==> config.mk <==
export PLATFORM = sky130hd
export DESIGN_NAME = utf8_lossy_sanitizer_unit
export DESIGN_NICKNAME = d
export VERILOG_FILES = /design/src/rtl/usl_pkg.sv /design/src/rtl/utf8_lossy_sanitizer_unit.sv /design/src/rtl/usl_front.sv /design/src/rtl/usl_queue.sv /design/src/rtl/usl_back.sv
export SDC_FILE = /design/constraint.sdc
export NUM_CORES = 1
export LEC_CHECK = 0
export CORE_ASPECT_RATIO = 1.1
export CORE_UTILIZATION = 57
export CTS_CLUSTER_SIZE = 24
export DETAILED_ROUTE_END_ITERATION = 12
export DONT_BUFFER_PORTS = 1
export PLACE_DENSITY = 0.72
export SYNTH_ARGS = -nofsm -noshare
export SYNTH_HDL_FRONTEND = slang
export SYNTH_HIERARCHICAL = 1
export SYNTH_SLANG_ARGS = --single-unit
==> constraint.sdc <==
create_clock -name clk -period 3.8 [get_ports clk]
set_input_delay 0 -clock clk [delete_from_list [all_inputs] [get_ports clk]]
set_output_delay 0 -clock clk [all_outputs]
set_load 0.02 [all_outputs]
==> src/rtl/usl_pkg.sv <==
// ----------------------------------------------------------------------------
// usl_pkg
// shared constants, types and helpers of the utf-8 lossy sanitiser
// ----------------------------------------------------------------------------
package usl_pkg;

    localparam logic [7:0] ASCII_LIMIT = 8'h80;
    localparam logic [7:0] LEAD_MIN    = 8'hC2;
    localparam logic [7:0] LEAD_MAX    = 8'hF4;
    localparam logic [7:0] LEAD_W3     = 8'hE0;
    localparam logic [7:0] LEAD_W4     = 8'hF0;
    localparam logic [7:0] LEAD_ED     = 8'hED;
    localparam logic [7:0] CONT_LO     = 8'h80;
    localparam logic [7:0] CONT_HI     = 8'hBF;
    localparam logic [7:0] E0_LO       = 8'hA0;
    localparam logic [7:0] ED_HI       = 8'h9F;
    localparam logic [7:0] F0_LO       = 8'h90;
    localparam logic [7:0] F4_HI       = 8'h8F;
    localparam logic [7:0] REP_B0      = 8'hEF;
    localparam logic [7:0] REP_B1      = 8'hBF;
    localparam logic [7:0] REP_B2      = 8'hBD;

    localparam int MAX_PASS = 4;
    localparam int HELD_DEPTH = 3;

    typedef enum logic [1:0] {
        LEAD_ASCII,
        LEAD_BAD,
        LEAD_OPEN
    } lead_class_t;

    typedef enum logic [1:0] {
        REP_IDX0,
        REP_IDX1,
        REP_IDX2
    } rep_idx_t;

    typedef struct packed {
        logic                      rep_a;
        logic [2:0]                pass_cnt;
        logic [MAX_PASS-1:0][7:0]  pass_bytes;
        logic                      rep_c;
        logic                      last;
        logic                      ok;
    } cmd_t;

    function automatic lead_class_t classify_lead(input logic [7:0] b);
        lead_class_t c;
        if (b < ASCII_LIMIT)
        begin
            c = LEAD_ASCII;
        end
        else if (b < LEAD_MIN || b > LEAD_MAX)
        begin
            c = LEAD_BAD;
        end
        else
        begin
            c = LEAD_OPEN;
        end
        return c;
    endfunction

    function automatic logic [2:0] lead_width(input logic [7:0] b);
        logic [2:0] w;
        if (b < LEAD_W3)
        begin
            w = 3'd2;
        end
        else if (b < LEAD_W4)
        begin
            w = 3'd3;
        end
        else
        begin
            w = 3'd4;
        end
        return w;
    endfunction

    function automatic logic [7:0] rep_byte(input logic [1:0] idx);
        logic [7:0] r;
        case (idx)
            REP_IDX0: r = REP_B0;
            REP_IDX1: r = REP_B1;
            REP_IDX2: r = REP_B2;
            default:  r = REP_B2;
        endcase
        return r;
    endfunction

endpackage

==> src/rtl/utf8_lossy_sanitizer_unit.sv <==
// ----------------------------------------------------------------------------
// utf8_lossy_sanitizer_unit
// streaming utf-8 validation with replacement of ill-formed subparts
// ----------------------------------------------------------------------------
// input channel: one raw byte a beat (in_byte, in_last marks the end of a
// span) under in_valid / in_stall. output channel: one sanitised byte a beat
// with run_last, span_end, replaced and span_ok under out_valid / out_stall.
// a beat moves when valid is high and stall is low at a rising edge.
// the classifier takes one input beat a cycle while the queue has room and
// queues a command of one to six output beats; the expander sends one output
// beat a cycle while out_stall is low, so the output port sets the rate once
// the queue is full. a held lead or continuation yields none. an accepted
// input beat's command is registered in the queue, and its first output beat
// then in the output register. in_stall rises when the queue is full; a
// stalled output beat holds in the output register while the queue fills.
// reset clears the open sequence, the error flag, the queue and the output
// stage; the block takes input from the first cycle after reset.
// ----------------------------------------------------------------------------
module utf8_lossy_sanitizer_unit
#(
    parameter int QUEUE_DEPTH = 4
)
(
    input  logic       clk,
    input  logic       rst_n,
    input  logic       in_valid,
    output logic       in_stall,
    input  logic [7:0] in_byte,
    input  logic       in_last,
    output logic       out_valid,
    input  logic       out_stall,
    output logic [7:0] out_byte,
    output logic       run_last,
    output logic       span_end,
    output logic       replaced,
    output logic       span_ok
);

    usl_pkg::cmd_t front_cmd;
    usl_pkg::cmd_t head_cmd;
    logic          has_beats;
    logic          accept;
    logic          q_full;
    logic          head_valid;
    logic          pop;

    assign in_stall = q_full;
    assign accept   = in_valid && !q_full;

    usl_front u_front
    (
        .clk       (clk),
        .rst_n     (rst_n),
        .accept    (accept),
        .in_byte   (in_byte),
        .in_last   (in_last),
        .cmd       (front_cmd),
        .has_beats (has_beats)
    );

    usl_queue #(.DEPTH(QUEUE_DEPTH)) u_queue
    (
        .clk        (clk),
        .rst_n      (rst_n),
        .push       (accept && has_beats),
        .push_cmd   (front_cmd),
        .full       (q_full),
        .pop        (pop),
        .head_valid (head_valid),
        .head_cmd   (head_cmd)
    );

    usl_back u_back
    (
        .clk        (clk),
        .rst_n      (rst_n),
        .head_valid (head_valid),
        .head_cmd   (head_cmd),
        .pop        (pop),
        .out_valid  (out_valid),
        .out_stall  (out_stall),
        .out_byte   (out_byte),
        .run_last   (run_last),
        .span_end   (span_end),
        .replaced   (replaced),
        .span_ok    (span_ok)
    );

endmodule

==> src/rtl/usl_front.sv <==
// ----------------------------------------------------------------------------
// usl_front
// classifies each input beat against the open sequence and issues a command
// ----------------------------------------------------------------------------
module usl_front
(
    input  logic          clk,
    input  logic          rst_n,
    input  logic          accept,
    input  logic [7:0]    in_byte,
    input  logic          in_last,
    output usl_pkg::cmd_t cmd,
    output logic          has_beats
);

    logic [usl_pkg::HELD_DEPTH-1:0][7:0] held_reg;
    logic [usl_pkg::HELD_DEPTH-1:0][7:0] held_next;
    logic [1:0]                          cnt_reg;
    logic [1:0]                          cnt_next;
    logic [2:0]                          width_reg;
    logic [2:0]                          width_next;
    logic                                err_reg;
    logic                                err_next;

    logic                  seq_open;
    logic [7:0]            lo;
    logic [7:0]            hi;
    logic                  in_range;
    logic                  complete;
    logic                  redo_lead;
    usl_pkg::lead_class_t  lead_class;

    always_comb
    begin
        cmd        = '0;
        held_next  = held_reg;
        cnt_next   = cnt_reg;
        width_next = width_reg;
        err_next   = err_reg;
        redo_lead  = 1'b0;

        seq_open = (width_reg != 3'd0) && (cnt_reg != 2'd0);
        lo = usl_pkg::CONT_LO;
        hi = usl_pkg::CONT_HI;
        if (cnt_reg == 2'd1)
        begin
            case (held_reg[0])
                usl_pkg::LEAD_W3:  lo = usl_pkg::E0_LO;
                usl_pkg::LEAD_ED:  hi = usl_pkg::ED_HI;
                usl_pkg::LEAD_W4:  lo = usl_pkg::F0_LO;
                usl_pkg::LEAD_MAX: hi = usl_pkg::F4_HI;
                default:           lo = usl_pkg::CONT_LO;
            endcase
        end
        in_range   = (in_byte >= lo) && (in_byte <= hi);
        complete   = ({1'b0, cnt_reg} + 3'd1) >= width_reg;
        lead_class = usl_pkg::classify_lead(in_byte);

        if (seq_open)
        begin
            if (in_range)
            begin
                if (complete)
                begin
                    for (int j = 0; j < usl_pkg::HELD_DEPTH; j++)
                    begin
                        if (2'(j) < cnt_reg)
                        begin
                            cmd.pass_bytes[j] = held_reg[j];
                        end
                    end
                    cmd.pass_bytes[cnt_reg] = in_byte;
                    cmd.pass_cnt = {1'b0, cnt_reg} + 3'd1;
                    cnt_next   = 2'd0;
                    width_next = 3'd0;
                end
                else
                begin
                    held_next[cnt_reg] = in_byte;
                    cnt_next = cnt_reg + 2'd1;
                end
            end
            else
            begin
                cmd.rep_a  = 1'b1;
                cnt_next   = 2'd0;
                width_next = 3'd0;
                redo_lead  = 1'b1;
            end
        end
        else
        begin
            cnt_next   = 2'd0;
            width_next = 3'd0;
            redo_lead  = 1'b1;
        end

        if (redo_lead)
        begin
            case (lead_class)
                usl_pkg::LEAD_ASCII:
                begin
                    cmd.pass_bytes[0] = in_byte;
                    cmd.pass_cnt = 3'd1;
                end
                usl_pkg::LEAD_BAD:
                begin
                    if (seq_open)
                    begin
                        cmd.rep_c = 1'b1;
                    end
                    else
                    begin
                        cmd.rep_a = 1'b1;
                    end
                end
                usl_pkg::LEAD_OPEN:
                begin
                    held_next[0] = in_byte;
                    cnt_next     = 2'd1;
                    width_next   = usl_pkg::lead_width(in_byte);
                end
                default:
                begin
                    cnt_next = 2'd0;
                end
            endcase
        end

        // truncated tail at end of span
        if (in_last)
        begin
            if (width_next != 3'd0)
            begin
                cmd.rep_c  = 1'b1;
                cnt_next   = 2'd0;
                width_next = 3'd0;
            end
            cmd.ok   = !(err_reg || cmd.rep_a || cmd.rep_c);
            err_next = 1'b0;
        end
        else
        begin
            err_next = err_reg || cmd.rep_a || cmd.rep_c;
        end
        cmd.last  = in_last;
        has_beats = cmd.rep_a || cmd.rep_c || (cmd.pass_cnt != 3'd0);
    end

    always_ff @(posedge clk or negedge rst_n)
    begin
        if (!rst_n)
        begin
            cnt_reg   <= 2'd0;
            width_reg <= 3'd0;
            err_reg   <= 1'b0;
        end
        else if (accept)
        begin
            cnt_reg   <= cnt_next;
            width_reg <= width_next;
            err_reg   <= err_next;
        end
    end

    always_ff @(posedge clk)
    begin
        if (accept)
        begin
            held_reg <= held_next;
        end
    end

endmodule

==> src/rtl/usl_queue.sv <==
// ----------------------------------------------------------------------------
// usl_queue
// short command queue between the classifier and the expander
// ----------------------------------------------------------------------------
module usl_queue
#(
    parameter int DEPTH = 4
)
(
    input  logic          clk,
    input  logic          rst_n,
    input  logic          push,
    input  usl_pkg::cmd_t push_cmd,
    output logic          full,
    input  logic          pop,
    output logic          head_valid,
    output usl_pkg::cmd_t head_cmd
);

    localparam int PTR_W = $clog2(DEPTH);
    localparam int CNT_W = $clog2(DEPTH + 1);

    usl_pkg::cmd_t    mem_reg [DEPTH];
    logic [PTR_W-1:0] wr_ptr_reg;
    logic [PTR_W-1:0] rd_ptr_reg;
    logic [CNT_W-1:0] count_reg;
    logic [PTR_W-1:0] wr_ptr_next;
    logic [PTR_W-1:0] rd_ptr_next;
    logic [CNT_W-1:0] count_next;

    assign full       = (count_reg == CNT_W'(DEPTH));
    assign head_valid = (count_reg != '0);
    assign head_cmd   = mem_reg[rd_ptr_reg];

    always_comb
    begin
        wr_ptr_next = wr_ptr_reg;
        rd_ptr_next = rd_ptr_reg;
        if (push)
        begin
            wr_ptr_next = (wr_ptr_reg == PTR_W'(DEPTH - 1)) ? '0 : wr_ptr_reg + 1'b1;
        end
        if (pop)
        begin
            rd_ptr_next = (rd_ptr_reg == PTR_W'(DEPTH - 1)) ? '0 : rd_ptr_reg + 1'b1;
        end
        case ({push, pop})
            2'b10:   count_next = count_reg + 1'b1;
            2'b01:   count_next = count_reg - 1'b1;
            default: count_next = count_reg;
        endcase
    end

    always_ff @(posedge clk or negedge rst_n)
    begin
        if (!rst_n)
        begin
            wr_ptr_reg <= '0;
            rd_ptr_reg <= '0;
            count_reg  <= '0;
        end
        else
        begin
            wr_ptr_reg <= wr_ptr_next;
            rd_ptr_reg <= rd_ptr_next;
            count_reg  <= count_next;
        end
    end

    always_ff @(posedge clk)
    begin
        if (push)
        begin
            mem_reg[wr_ptr_reg] <= push_cmd;
        end
    end

endmodule

==> src/rtl/usl_back.sv <==
// ----------------------------------------------------------------------------
// usl_back
// expands one command into output beats through a registered output stage
// ----------------------------------------------------------------------------
module usl_back
(
    input  logic          clk,
    input  logic          rst_n,
    input  logic          head_valid,
    input  usl_pkg::cmd_t head_cmd,
    output logic          pop,
    output logic          out_valid,
    input  logic          out_stall,
    output logic [7:0]    out_byte,
    output logic          run_last,
    output logic          span_end,
    output logic          replaced,
    output logic          span_ok
);

    logic [2:0] pos_reg;
    logic [2:0] pos_next;
    logic       out_valid_reg;
    logic [7:0] byte_reg;
    logic       run_last_reg;
    logic       span_end_reg;
    logic       replaced_reg;
    logic       span_ok_reg;

    logic [2:0] a_len;
    logic [2:0] c_len;
    logic [2:0] total;
    logic [2:0] q;
    logic [2:0] r;
    logic       load;
    logic       beat_last;
    logic [7:0] beat_byte;
    logic       beat_rep;

    always_comb
    begin
        a_len = {1'b0, head_cmd.rep_a, head_cmd.rep_a};
        c_len = {1'b0, head_cmd.rep_c, head_cmd.rep_c};
        total = a_len + head_cmd.pass_cnt + c_len;
        q     = pos_reg - a_len;
        r     = q - head_cmd.pass_cnt;
        if (pos_reg < a_len)
        begin
            beat_byte = usl_pkg::rep_byte(pos_reg[1:0]);
            beat_rep  = 1'b1;
        end
        else if (q < head_cmd.pass_cnt)
        begin
            beat_byte = head_cmd.pass_bytes[q[1:0]];
            beat_rep  = 1'b0;
        end
        else
        begin
            beat_byte = usl_pkg::rep_byte(r[1:0]);
            beat_rep  = 1'b1;
        end
        beat_last = (pos_reg == (total - 3'd1));
        load      = head_valid && (!out_valid_reg || !out_stall);
        pop       = load && beat_last;
        pos_next  = pos_reg;
        if (load)
        begin
            pos_next = beat_last ? 3'd0 : pos_reg + 3'd1;
        end
    end

    always_ff @(posedge clk or negedge rst_n)
    begin
        if (!rst_n)
        begin
            pos_reg       <= 3'd0;
            out_valid_reg <= 1'b0;
        end
        else
        begin
            pos_reg <= pos_next;
            if (load)
            begin
                out_valid_reg <= 1'b1;
            end
            else if (!out_stall)
            begin
                out_valid_reg <= 1'b0;
            end
        end
    end

    always_ff @(posedge clk)
    begin
        if (load)
        begin
            byte_reg     <= beat_byte;
            run_last_reg <= beat_last;
            span_end_reg <= beat_last && head_cmd.last;
            replaced_reg <= beat_rep;
            span_ok_reg  <= beat_last && head_cmd.last && head_cmd.ok;
        end
    end

    assign out_valid = out_valid_reg;
    assign out_byte  = byte_reg;
    assign run_last  = run_last_reg;
    assign span_end  = span_end_reg;
    assign replaced  = replaced_reg;
    assign span_ok   = span_ok_reg;

endmodule

==> flow_metrics.py <==
metrics = {
    "cts": {
        "cts_buffer_depth": 3,
        "htree_num_levels": 1,
        "cts.sinks": 209,
        "clk_pin_slew_worst_paths_ps": 60,
        "tritoncts": "yes",
        "clk_latency_ps": 490,
        "cts_root_buffer": "clkbuf_16",
        "cts_buffers": 21,
    },
    "grt": {
        "antenna_found_initial": 0,
        "grt-ovfl-total": 0,
        "grt_usage": 0.226,
        "grt_max_degree": 40,
        "grt_pass1_wl_mm": 28.1,
        "grt_pass1_vias": 5148,
    },
    "floorplan": {
        "die_x_um": 124,
        "rows": 48,
        "initial_core_util": 0.587,
        "die_h_um": 136,
        "core_um2": 15900,
        "io_pins": 27,
        "die_area_um2": 16900,
    },
    "status": {
        "status": "complete, no violations",
    },
    "timing": {
        "finalCritPeriodShare": 0.977,
        "setup_viol": 0,
        "fin_setup_tns_ps": 0,
        "slew_headroom": 0.377,
        "rsz0062_at_grt": "yes",
        "layout_setup_ws_ps": 87.1,
        "report.final.slew_viol_count": 0,
        "whs_ps": 42.2,
        "worst_pin_slew_ps": 932,
        "clock_skew_ps": 22.7,
        "hold_viol": 0,
        "min_period_ps": 3710,
        "clock.fmax_ghz": 0.269,
    },
    "place": {
        "gp_congestion": 0.873,
        "dpl-instance-area_um2": 9610,
        "dp_hpwl_mm": 11.0,
        "dp.cells": 738,
        "dp_slack_ps": 6.37,
        "io_buffers": 0,
    },
    "yosys": {
        "yosysWarnings": 6,
        "netlist_area_um2": 9310,
        "synth_seq_area_share": 0.665,
        "ys.flop_type": "edfxtp_1",
        "synth.distinct_cells": 58,
        "synthCells": 539,
        "syn-num-nets": 586,
        "synth-edff-count": 192,
        "avgSynthCellArea_um2": 17.3,
        "synth-async-reset-ratio": 0.0813,
        "synth-seq-cells": 209,
    },
    "detailed_routing": {
        "drt_wl_total_mm": 17.7,
        "routed_via_density": 6.07,
        "drt_pass1_iterations": 4,
        "drt_iter0_drc": 328,
        "via_count": 4829,
        "wl_per_cell_um": 22.2,
        "antenna_left": 0,
        "drc": 0,
    },
    "layout": {
        "largest_register_ffs": 156,
        "syn_to_final_growth_pct": 12.8,
        "final_area_um2": 10500,
        "fin_util": 0.662,
        "drive_gt1_frac": 0.263,
        "layoutNonFillerInstCount": 796,
        "num_antenna_cells": 0,
        "fin_nets": 628,
    },
    "worst_hold_path": {
        "hold-path-endpoint": "u_front/width_reg[1]",
        "hold_class": "in2reg",
        "hold_start": "in_byte[4]",
        "whs_path_depth": 4,
    },
    "worst_setup_path": {
        "reg2reg_depth": 17,
        "path_max_fanout": 3,
        "critPathCaptureType": "flop",
        "path_class": "reg2reg",
        "r2r_start": "u_front/cnt_reg[1]",
        "cp-start-kind": "flop",
        "arrival_ps": 4080,
        "timing.rr.end": "u_queue/count_reg[1]",
        "worstPathRequired_ps": 4160,
        "worst-r2r-setup-slack_ps": 90,
    },
    "power": {
        "pwr_density_cell_nw_per_um2": 790,
        "worst_ir_drop_vdd_v": 0.000401,
        "total_power_mw": 8.30,
        "p_leak_nw": 3.67,
    },
    "job": {
        "drv_cap": 0,
    },
}
[where the power goes]
| part | total [mW] | switching, mW | internal (mW) |
|---|---|---|---|
| registers | 3.23 | 0.240 | 2.99 |
| clock network | 1.93 | 0.795 | 1.13 |
| logic | 3.14 | 1.54 | 1.60 |
| total | 8.30 | 2.58 | 5.72 |
[cells in the mapped netlist (3+ instances only)]
cell type  count  area (um^2)
a21oi_1        8         40.0
mux4_2        46         1040
edfxtp_1     192         5770
nor2_1        30          113
inv_1         28          105
nor2b_1        4         25.0
a22oi_1       16          120
fa_1           3         60.1
and2_1         9         56.3
clkbuf_1       7         26.3
nand2_1       12         45.0
buf_6          4         45.0
buf_2          6         30.0
xnor2_1        6         52.6
mux2_2         8         90.1
o22ai_1        3         18.8
o211ai_1       4         30.0
o21ai_0       13         65.1
or2_2         10         62.6
a31oi_1        4         25.0
and3_1        10         62.6
ha_1          31          388
dfrtp_1       17          425
a22o_2         6         60.1
nor3_1         8         40.0
nand2b_1       3         18.8
buf_12         4         80.1
nand3_1        5         25.0
[per-layer routing]
metal / track usage / routed length (um) / up-vias
met5: 0 / 0 / -
met4: 0.0549 / 210 / 0
met3: 0.0327 / 778 / 17
met2: 0.389 / 9230 / 118
met1: 0.302 / 7450 / 2491
li1: - / - / 2203
[worst max path at each step]
stage / startpoint / to / cells after the start
2_1_floorplan: u_queue/rd_ptr_reg[0] / u_queue/count_reg[2] / 17
3_3_place_gp: u_queue/rd_ptr_reg[0] / u_queue/count_reg[2] / 15
3_5_place_dp: u_queue/rd_ptr_reg[0] / u_queue/count_reg[2] / 15
4_1_cts: u_queue/rd_ptr_reg[0] / u_queue/count_reg[2] / 15
5_1_grt: u_front/cnt_reg[1] / u_queue/count_reg[1] / 18
6_report: u_front/cnt_reg[1] / u_queue/count_reg[1] / 17
[kinds of logic (layout without fill, tap and decap cells)]
family	Yosys count	count (layout)	synth area share
xor+xnor	10	10	0.0118
simple gates	107	107	0.0637
buf+inv	53	110	0.0332
compound gates	69	69	0.0532
mux	56	56	0.125
fa+ha+maj	34	34	0.0481
flops	209	209	0.665
other cells	1	1	0.000403
[layout by cell type (no fill, tap or decap), drive strengths merged, types with 3 or more instances in the layout]
master and count:
a21oi 8, a22o 8, a22oi 16, a31oi 4, and2 10, and3 10
buf 32, clkbuf 32, clkinv 4, dfrtp 17, dlygate4sd3 12, edfxtp 192
fa 3, ha 31, inv 29, mux2 8, mux4 47, nand2 12
nand2b 3, nand3 6, nor2 31, nor2b 5, nor3 8, o211ai 4
o21ai 14, o22ai 3, or2 10, xnor2 7
[final cells by class]
cell class / count / area [um^2]
clock buffer: 32 / 587
clock inverter: 6 / 56.3
fill: 1062 / 5350
inverter: 28 / 105
multi-input combinational: 277 / 2890
sequential: 209 / 6190
tap: 200 / 250
timing repair buffer: 44 / 418
[worst max-delay path: stages (launching register included)]
cell,delay (ps)
dfrtp_1,400
inv_2,80
ha_4,130
nand4_1,130
nor2_2,180
nand3_1,90
ha_1,330
and3b_2,250
a221oi_4,300
buf_4,170
nor3_2,50
a21oi_2,220
o211ai_1,120
and3b_2,240
inv_2,80
ha_4,140
fa_2,410
mux2_2,270
[timing repair]
action | CTS | global route
pin swaps | 1 | 14
gates resized for setup | 0 | 18
hold buffers | 12 | 0
endpoints found under the hold margin | 207 | 0
setup buffers | 1 | 7
endpoints found under the setup margin | 1 | 2
No activity file was read; power rests on OpenSTA's default activity.
